<file path="src/hdl/salct_pkg.sv">
package salct_pkg;

	// Widths fixed by the transaction formats.
	localparam int ADDR_FIELD_W = 32;
	localparam int CNT_W        = 32;
	localparam int CFG_DATA_W   = 5;
	localparam int CFG_INDEX_W  = 2;

	// Action codes of an input transaction ('L', 'S' and 'M' of a trace).
	localparam logic [1:0] ACT_LOAD   = 2'd0;
	localparam logic [1:0] ACT_STORE  = 2'd1;
	localparam logic [1:0] ACT_MODIFY = 2'd2;

	// Outcome codes of the first access.
	localparam logic [1:0] OUT_HIT   = 2'd0;
	localparam logic [1:0] OUT_FILL  = 2'd1;
	localparam logic [1:0] OUT_EVICT = 2'd2;

	// Configuration register indexes.
	localparam logic [CFG_INDEX_W-1:0] CFG_SET_BITS   = 2'd0;
	localparam logic [CFG_INDEX_W-1:0] CFG_BLOCK_BITS = 2'd1;
	localparam logic [CFG_INDEX_W-1:0] CFG_WAYS       = 2'd2;

	typedef struct packed {
		logic [2:0] set_bits;
		logic [4:0] block_bits;
		logic [3:0] ways;
	} cfg_t;

	localparam cfg_t CFG_RESET = '{set_bits: 3'd0, block_bits: 5'd0, ways: 4'd1};

	typedef struct packed {
		logic [1:0]              action;
		logic [ADDR_FIELD_W-1:0] address;
	} item_t;

	typedef struct packed {
		logic [1:0]       outcome;
		logic             second_hit;
		logic [CNT_W-1:0] hit_total;
		logic [CNT_W-1:0] miss_total;
		logic [CNT_W-1:0] evict_total;
	} result_t;

endpackage

</file>
<file path="src/hdl/salct_fifo.sv">
module salct_fifo #(
	parameter int WIDTH = 8,
	parameter int DEPTH = 2
) (
	input  logic             clk,
	input  logic             arst_n,
	input  logic             push,
	output logic             full,
	input  logic [WIDTH-1:0] din,
	input  logic             pop,
	output logic             empty,
	output logic [WIDTH-1:0] dout
);

	localparam int PW = (DEPTH > 1) ? $clog2(DEPTH) : 1;
	localparam int CW = $clog2(DEPTH + 1);

	logic [WIDTH-1:0] mem_q [DEPTH];
	logic [PW-1:0]    wr_ptr_q;
	logic [PW-1:0]    rd_ptr_q;
	logic [CW-1:0]    count_q;
	logic             do_push;
	logic             do_pop;

	assign full    = (count_q == CW'(DEPTH));
	assign empty   = (count_q == '0);
	assign do_push = push & ~full;
	assign do_pop  = pop & ~empty;
	assign dout    = mem_q[rd_ptr_q];

	always_ff @(posedge clk or negedge arst_n) begin
		if (!arst_n) begin
			wr_ptr_q <= '0;
			rd_ptr_q <= '0;
			count_q  <= '0;
		end else begin
			if (do_push) begin
				wr_ptr_q <= (wr_ptr_q == PW'(DEPTH - 1)) ? '0 : wr_ptr_q + PW'(1);
			end
			if (do_pop) begin
				rd_ptr_q <= (rd_ptr_q == PW'(DEPTH - 1)) ? '0 : rd_ptr_q + PW'(1);
			end
			case ({do_push, do_pop})
				2'b10: count_q <= count_q + CW'(1);
				2'b01: count_q <= count_q - CW'(1);
				default: count_q <= count_q;
			endcase
		end
	end

	always_ff @(posedge clk) begin
		if (do_push) begin
			mem_q[wr_ptr_q] <= din;
		end
	end

endmodule

</file>
<file path="src/hdl/salct_front.sv">
module salct_front #(
	parameter int MAX_SET_BITS = 6,
	parameter int ADDR_WIDTH   = 32
) (
	input  logic                clk,
	input  logic                arst_n,
	input  salct_pkg::cfg_t     cfg,
	input  logic                push,
	output logic                full,
	input  salct_pkg::item_t    item,
	output logic                ent_empty,
	input  logic                ent_pop,
	output logic [((MAX_SET_BITS > 0) ? MAX_SET_BITS : 1)-1:0] ent_set,
	output logic [((ADDR_WIDTH < salct_pkg::ADDR_FIELD_W) ? ADDR_WIDTH
		: salct_pkg::ADDR_FIELD_W)-1:0] ent_tag,
	output logic                ent_mod
);

	localparam int SET_W = (MAX_SET_BITS > 0) ? MAX_SET_BITS : 1;
	localparam int TAG_W = (ADDR_WIDTH < salct_pkg::ADDR_FIELD_W) ? ADDR_WIDTH
		: salct_pkg::ADDR_FIELD_W;
	localparam int ENT_W = 1 + SET_W + TAG_W;

	logic [TAG_W-1:0] addr_eff;
	logic [3:0]       sb;
	logic [SET_W:0]   one_sh;
	logic [SET_W:0]   mask_full;
	logic [TAG_W-1:0] shifted;
	logic [5:0]       tag_shamt;
	logic [SET_W-1:0] set_idx;
	logic [TAG_W-1:0] tag;
	logic             is_mod;
	logic [ENT_W-1:0] din;
	logic [ENT_W-1:0] dout;

	assign addr_eff = item.address[TAG_W-1:0];

	// The set field is clamped to the number of sets that the storage has.
	always_comb begin
		if ({1'b0, cfg.set_bits} > 4'(MAX_SET_BITS)) begin
			sb = 4'(MAX_SET_BITS);
		end else begin
			sb = {1'b0, cfg.set_bits};
		end
	end

	assign one_sh    = (SET_W + 1)'(1) << sb;
	assign mask_full = one_sh - (SET_W + 1)'(1);
	assign shifted   = addr_eff >> cfg.block_bits;
	assign set_idx   = shifted[SET_W-1:0] & mask_full[SET_W-1:0];
	assign tag_shamt = 6'(sb) + 6'(cfg.block_bits);
	assign tag       = addr_eff >> tag_shamt;
	assign is_mod    = (item.action == salct_pkg::ACT_MODIFY);
	assign din       = {is_mod, set_idx, tag};

	salct_fifo #(
		.WIDTH (ENT_W),
		.DEPTH (2)
	) u_queue (
		.clk    (clk),
		.arst_n (arst_n),
		.push   (push),
		.full   (full),
		.din    (din),
		.pop    (ent_pop),
		.empty  (ent_empty),
		.dout   (dout)
	);

	assign ent_mod = dout[ENT_W-1];
	assign ent_set = dout[TAG_W +: SET_W];
	assign ent_tag = dout[TAG_W-1:0];

endmodule

</file>
<file path="config.mk">
export PLATFORM = sky130hd
export DESIGN_NAME = salct_front
export DESIGN_NICKNAME = d
export VERILOG_FILES = /design/src/hdl/salct_pkg.sv /design/src/hdl/salct_fifo.sv /design/src/hdl/salct_front.sv
export SDC_FILE = /design/constraint.sdc
export NUM_CORES = 1
export LEC_CHECK = 0
export BUFFER_PORTS_ARGS = -buffer_cell sky130_fd_sc_hd__clkbuf_2
export CORE_MARGIN = 4
export CORE_UTILIZATION = 40
export DETAILED_ROUTE_END_ITERATION = 6
export GPL_TIMING_DRIVEN = 0
export PLACE_DENSITY = 0.63
export SYNTH_ARGS = -nofsm -noshare
export SYNTH_HDL_FRONTEND = slang
export SYNTH_SLANG_ARGS = --single-unit
</file>
<file path="constraint.sdc">
create_clock -name clk -period 9 [get_ports clk]
set_clock_uncertainty 0.15 [all_clocks]
set_input_delay 0.9 -clock clk [delete_from_list [all_inputs] [get_ports clk]]
set_output_delay 0.9 -clock clk [all_outputs]
set_load 0.05 [all_outputs]
</file>
==> impl_metrics.prom <==
# TYPE chip_impl_metric gauge
chip_impl_metric{name="antenna_violations_before_repair",unit=""} 0
chip_impl_metric{name="yosys.area.top_type_share",unit=""} 0.374
chip_impl_metric{name="ctsHoldBuffers",unit=""} 0
chip_impl_metric{name="viasPerCell",unit=""} 5.97
chip_impl_info{name="run_status",value="complete, no violations"} 1
chip_impl_metric{name="source_to_sink_clock_delay_at_the_later_pin_of_the_worst_skew_pair",unit="ns"} 0.33
chip_impl_info{name="critical_path_class",value="primary input to flop"} 1
chip_impl_metric{name="grt_pass1_vias",unit=""} 5166
chip_impl_metric{name="critical_path.max_stage_delay",unit="ns"} 0.57
chip_impl_metric{name="dr.pass1.iters",unit=""} 5
chip_impl_metric{name="p_total",unit="µW"} 1990
chip_impl_metric{name="yosys.cell_types.count",unit=""} 57
chip_impl_metric{name="fin_hold_viols",unit=""} 0
chip_impl_metric{name="tritoncts_num_sinks",unit=""} 82
chip_impl_metric{name="dp_hpwl",unit="mm"} 13.9
chip_impl_info{name="hold_path.class",value="primary input to async pin"} 1
chip_impl_metric{name="cp_num_buf_inv",unit=""} 7
chip_impl_metric{name="clock_path_buffers",unit=""} 2
chip_impl_info{name="yosys_most_used_dff",value="sky130_fd_sc_hd__edfxtp_1"} 1
chip_impl_metric{name="sequential_element_share_of_the_synthesized_area",unit=""} 0.390
chip_impl_metric{name="post_synth_instance_area",unit="mm²"} 0.00625
chip_impl_metric{name="multi_input_area",unit="mm²"} 0.00356
chip_impl_info{name="cell_taking_the_most_area_after_synthesis",value="sky130_fd_sc_hd__edfxtp_1"} 1
chip_impl_metric{name="drive_above_1_share",unit=""} 0.356
chip_impl_metric{name="synth_warnings",unit=""} 0
chip_impl_metric{name="drc",unit=""} 0
chip_impl_metric{name="fp.dieH",unit="µm"} 133
chip_impl_metric{name="gr-usage-all-layers",unit=""} 0.203
chip_impl_metric{name="synth_enable_flop_cells",unit=""} 78
chip_impl_info{name="worst_path_most_repeated_cell",value="sky130_fd_sc_hd__buf_2"} 1
chip_impl_metric{name="fin_ws",unit="ns"} 4.72
chip_impl_metric{name="postSynth.asyncResetShare",unit=""} 0.0488
chip_impl_info{name="synth_area_leaders",value="sky130_fd_sc_hd__edfxtp_1 37%, sky130_fd_sc_hd__mux2_2 14%, sky130_fd_sc_hd__mux4_2 10%"} 1
chip_impl_info{name="setup.worst_path.end_class",value="flop"} 1
chip_impl_metric{name="grt-ovfl-total",unit=""} 0
chip_impl_metric{name="syn-instance-count",unit=""} 552
chip_impl_metric{name="cp_data_arrival_time",unit="ns"} 4.17
chip_impl_metric{name="grt_pass1_wl",unit="mm"} 28.5
chip_impl_metric{name="timing.final.crit_share",unit=""} 0.476
chip_impl_info{name="clock_tree.root_cell",value="sky130_fd_sc_hd__clkbuf_16"} 1
chip_impl_metric{name="clock.fmax",unit="MHz"} 233
chip_impl_metric{name="final_util",unit=""} 0.480
chip_impl_metric{name="final_nets",unit=""} 704
chip_impl_info{name="grt_setup_unrepaired",value="no"} 1
chip_impl_metric{name="place.detailed.instances",unit=""} 849
chip_impl_metric{name="die_area",unit="mm²"} 0.0177
chip_impl_info{name="cts_tree",value="yes"} 1
chip_impl_metric{name="critical_path_required",unit="ns"} 8.89
chip_impl_metric{name="post_cts_resized",unit=""} 0
chip_impl_metric{name="max_slew_margin",unit=""} 0.325
chip_impl_metric{name="setup-violations-final",unit=""} 0
chip_impl_metric{name="synth_seq_cells",unit=""} 82
chip_impl_metric{name="core_outline_area",unit="mm²"} 0.0153
chip_impl_metric{name="routedWlPerCell",unit="µm"} 20.9
chip_impl_metric{name="post-route-min-period",unit="ns"} 4.28
chip_impl_metric{name="drt.antenna.violating_nets",unit=""} 0
chip_impl_metric{name="post_route_wl",unit="mm"} 18.1
chip_impl_metric{name="cts_setup_buffers",unit=""} 0
chip_impl_info{name="setup.worst_path.start_class",value="primary input"} 1
chip_impl_metric{name="synth.avg_cell_area",unit="µm²"} 11.3
chip_impl_metric{name="number_of_max_cap_violations",unit=""} 0
chip_impl_metric{name="sequential_cell_area",unit="mm²"} 0.00244
chip_impl_info{name="path_cells",value="clkbuf_2 -> buf_6 -> buf_12 -> buf_2 -> inv_1 -> fa_1 -> buf_2 -> buf_2 -> mux2_2 -> mux2i_1 -> nor3_1 -> o211ai_1 -> o2111ai_1"} 1
chip_impl_metric{name="cts_buffers",unit=""} 9
chip_impl_metric{name="setup-tns-final",unit="ns"} 0
chip_impl_info{name="synth.cells.most_frequent",value="78 x sky130_fd_sc_hd__edfxtp_1, 75 x sky130_fd_sc_hd__mux2_2, 55 x sky130_fd_sc_hd__nor2_1"} 1
chip_impl_metric{name="cell_area_power_density",unit="mW/mm²"} 272
chip_impl_info{name="crit_path_max_delay_family",value="buffers and inverters"} 1
chip_impl_metric{name="drt_iter0_markers",unit=""} 554
chip_impl_metric{name="largest_net_degree_at_the_start_of_global_routing",unit=""} 40
chip_impl_metric{name="tightest_slew",unit="ns"} 1.01
chip_impl_info{name="yosys.cell_count.top_type",value="sky130_fd_sc_hd__edfxtp_1"} 1
chip_impl_metric{name="initial_core_util",unit=""} 0.410
chip_impl_metric{name="clk_pin_slew",unit="ns"} 0.06
chip_impl_metric{name="slew_violations",unit=""} 0
chip_impl_metric{name="place_ws",unit="ns"} 4.46
chip_impl_metric{name="synthesis.nets",unit=""} 607
chip_impl_metric{name="top_level_ports",unit=""} 91
chip_impl_metric{name="antennaDiodeCount",unit=""} 0
chip_impl_metric{name="port-buffer-count",unit=""} 85
chip_impl_metric{name="total_number_of_vias",unit=""} 5167
chip_impl_metric{name="finalNonFillerCells",unit=""} 865
chip_impl_metric{name="critical_path_maximum_fanout",unit=""} 10
chip_impl_metric{name="gp_congestion",unit=""} 1.01
chip_impl_metric{name="cts.htree.levels",unit=""} 3
chip_impl_metric{name="p_leak",unit="µW"} 0.00278
chip_impl_metric{name="floorplan_die_width",unit="µm"} 133
chip_impl_metric{name="area_growth_syn_to_layout",unit="%"} 17.0
chip_impl_metric{name="fillers",unit=""} 1390
chip_impl_info{name="critPathSlowestCell",value="sky130_fd_sc_hd__fa_1"} 1
chip_impl_metric{name="core.rowCount",unit=""} 45
chip_impl_metric{name="vdd_drop_max",unit="µV"} 107
[path summary, 6_finish.rpt]
| kind | from | endpoint | slack [ns] | cells after the start |
|---|---|---|---|---|
| hold / removal | arst_n | u_queue.wr_ptr_q | 0.21 | 1 |
| setup / recovery | cfg[5] | u_queue.mem_q[0][2] | 4.72 | 13 |
| max in group asynchronous | arst_n | u_queue.count_q[1] | 8.35 | 1 |
| hold reg to reg | u_queue.count_q[1] | u_queue.count_q[1] | 0.35 | 1 |
| min in group clk | u_queue.count_q[1] | u_queue.count_q[1] | 0.35 | 1 |
| setup reg to reg | u_queue.count_q[0] | u_queue.mem_q[1][12] | 7.05 | 2 |
[logic make-up after synthesis]
family / synth area share
XOR/XNOR: 0.00980
buffers and inverters: 0.0422
AND/OR/NAND/NOR: 0.105
multiplexers: 0.317
AO/OA/AOI/OAI: 0.124
adder cells (fa/ha/maj): 0.0112
flip-flops: 0.390
[layout by cell type, fill, tap and decap left out, types with 9 or more instances in the layout]
cell,netlist,final
sky130_fd_sc_hd__nand2_1,44,44
sky130_fd_sc_hd__o211ai_1,16,16
sky130_fd_sc_hd__edfxtp_1,78,78
sky130_fd_sc_hd__clkbuf_16,0,9
sky130_fd_sc_hd__nor2_1,55,54
sky130_fd_sc_hd__mux2i_1,35,35
sky130_fd_sc_hd__clkbuf_2,0,85
sky130_fd_sc_hd__o21ai_0,15,15
sky130_fd_sc_hd__o32ai_1,9,9
sky130_fd_sc_hd__buf_2,18,18
sky130_fd_sc_hd__clkbuf_1,16,17
sky130_fd_sc_hd__mux4_2,28,28
sky130_fd_sc_hd__nor3_1,20,20
sky130_fd_sc_hd__mux2_2,75,75
sky130_fd_sc_hd__a21oi_1,25,25
[worst register-to-register path, cell delays in order, from the launching register on]
cell,delay [ns]
sky130_fd_sc_hd__dfrtp_1,0.40
sky130_fd_sc_hd__nand2b_1,0.17
sky130_fd_sc_hd__and3_2,0.82
[where the power goes]
part,switching [µW],total [µW],internal [µW]
registers,28.5,579,551
logic,694,997,304
clock network,138,410,272
[registers in the layout (all words and copies together), names as in the netlist]
name / count
u_queue.count_q: 2
u_queue.mem_q: 78
u_queue.rd_ptr_q: 1
u_queue.wr_ptr_q: 1
[per-stage QoR]
stage | hold slack (ns) | instance area (µm²)
floorplan | 0.311 | 6250
global placement | 0.327 | 6940
detailed placement | 0.353 | 6970
CTS | 0.207 | 7320
global route | 0.208 | 7320
finish | 0.214 | 7320
[routing by layer]
layer | wire length, µm | GRT usage
met5 | 0 | 0
met4 | 292 | 0.0543
met3 | 1660 | 0.0559
met2 | 8440 | 0.319
met1 | 7710 | 0.278
[final cells by class]
type                       instances  share of cell area
clock inverter                     6              0.0157
sequential                        82               0.334
tap                              211              0.0361
multi-input combinational        416               0.486
buffer                            45              0.0315
clock buffer                      10              0.0313
inverter                           9             0.00462
timing repair buffer              86              0.0609
Power figures use the tool's default switching activity.
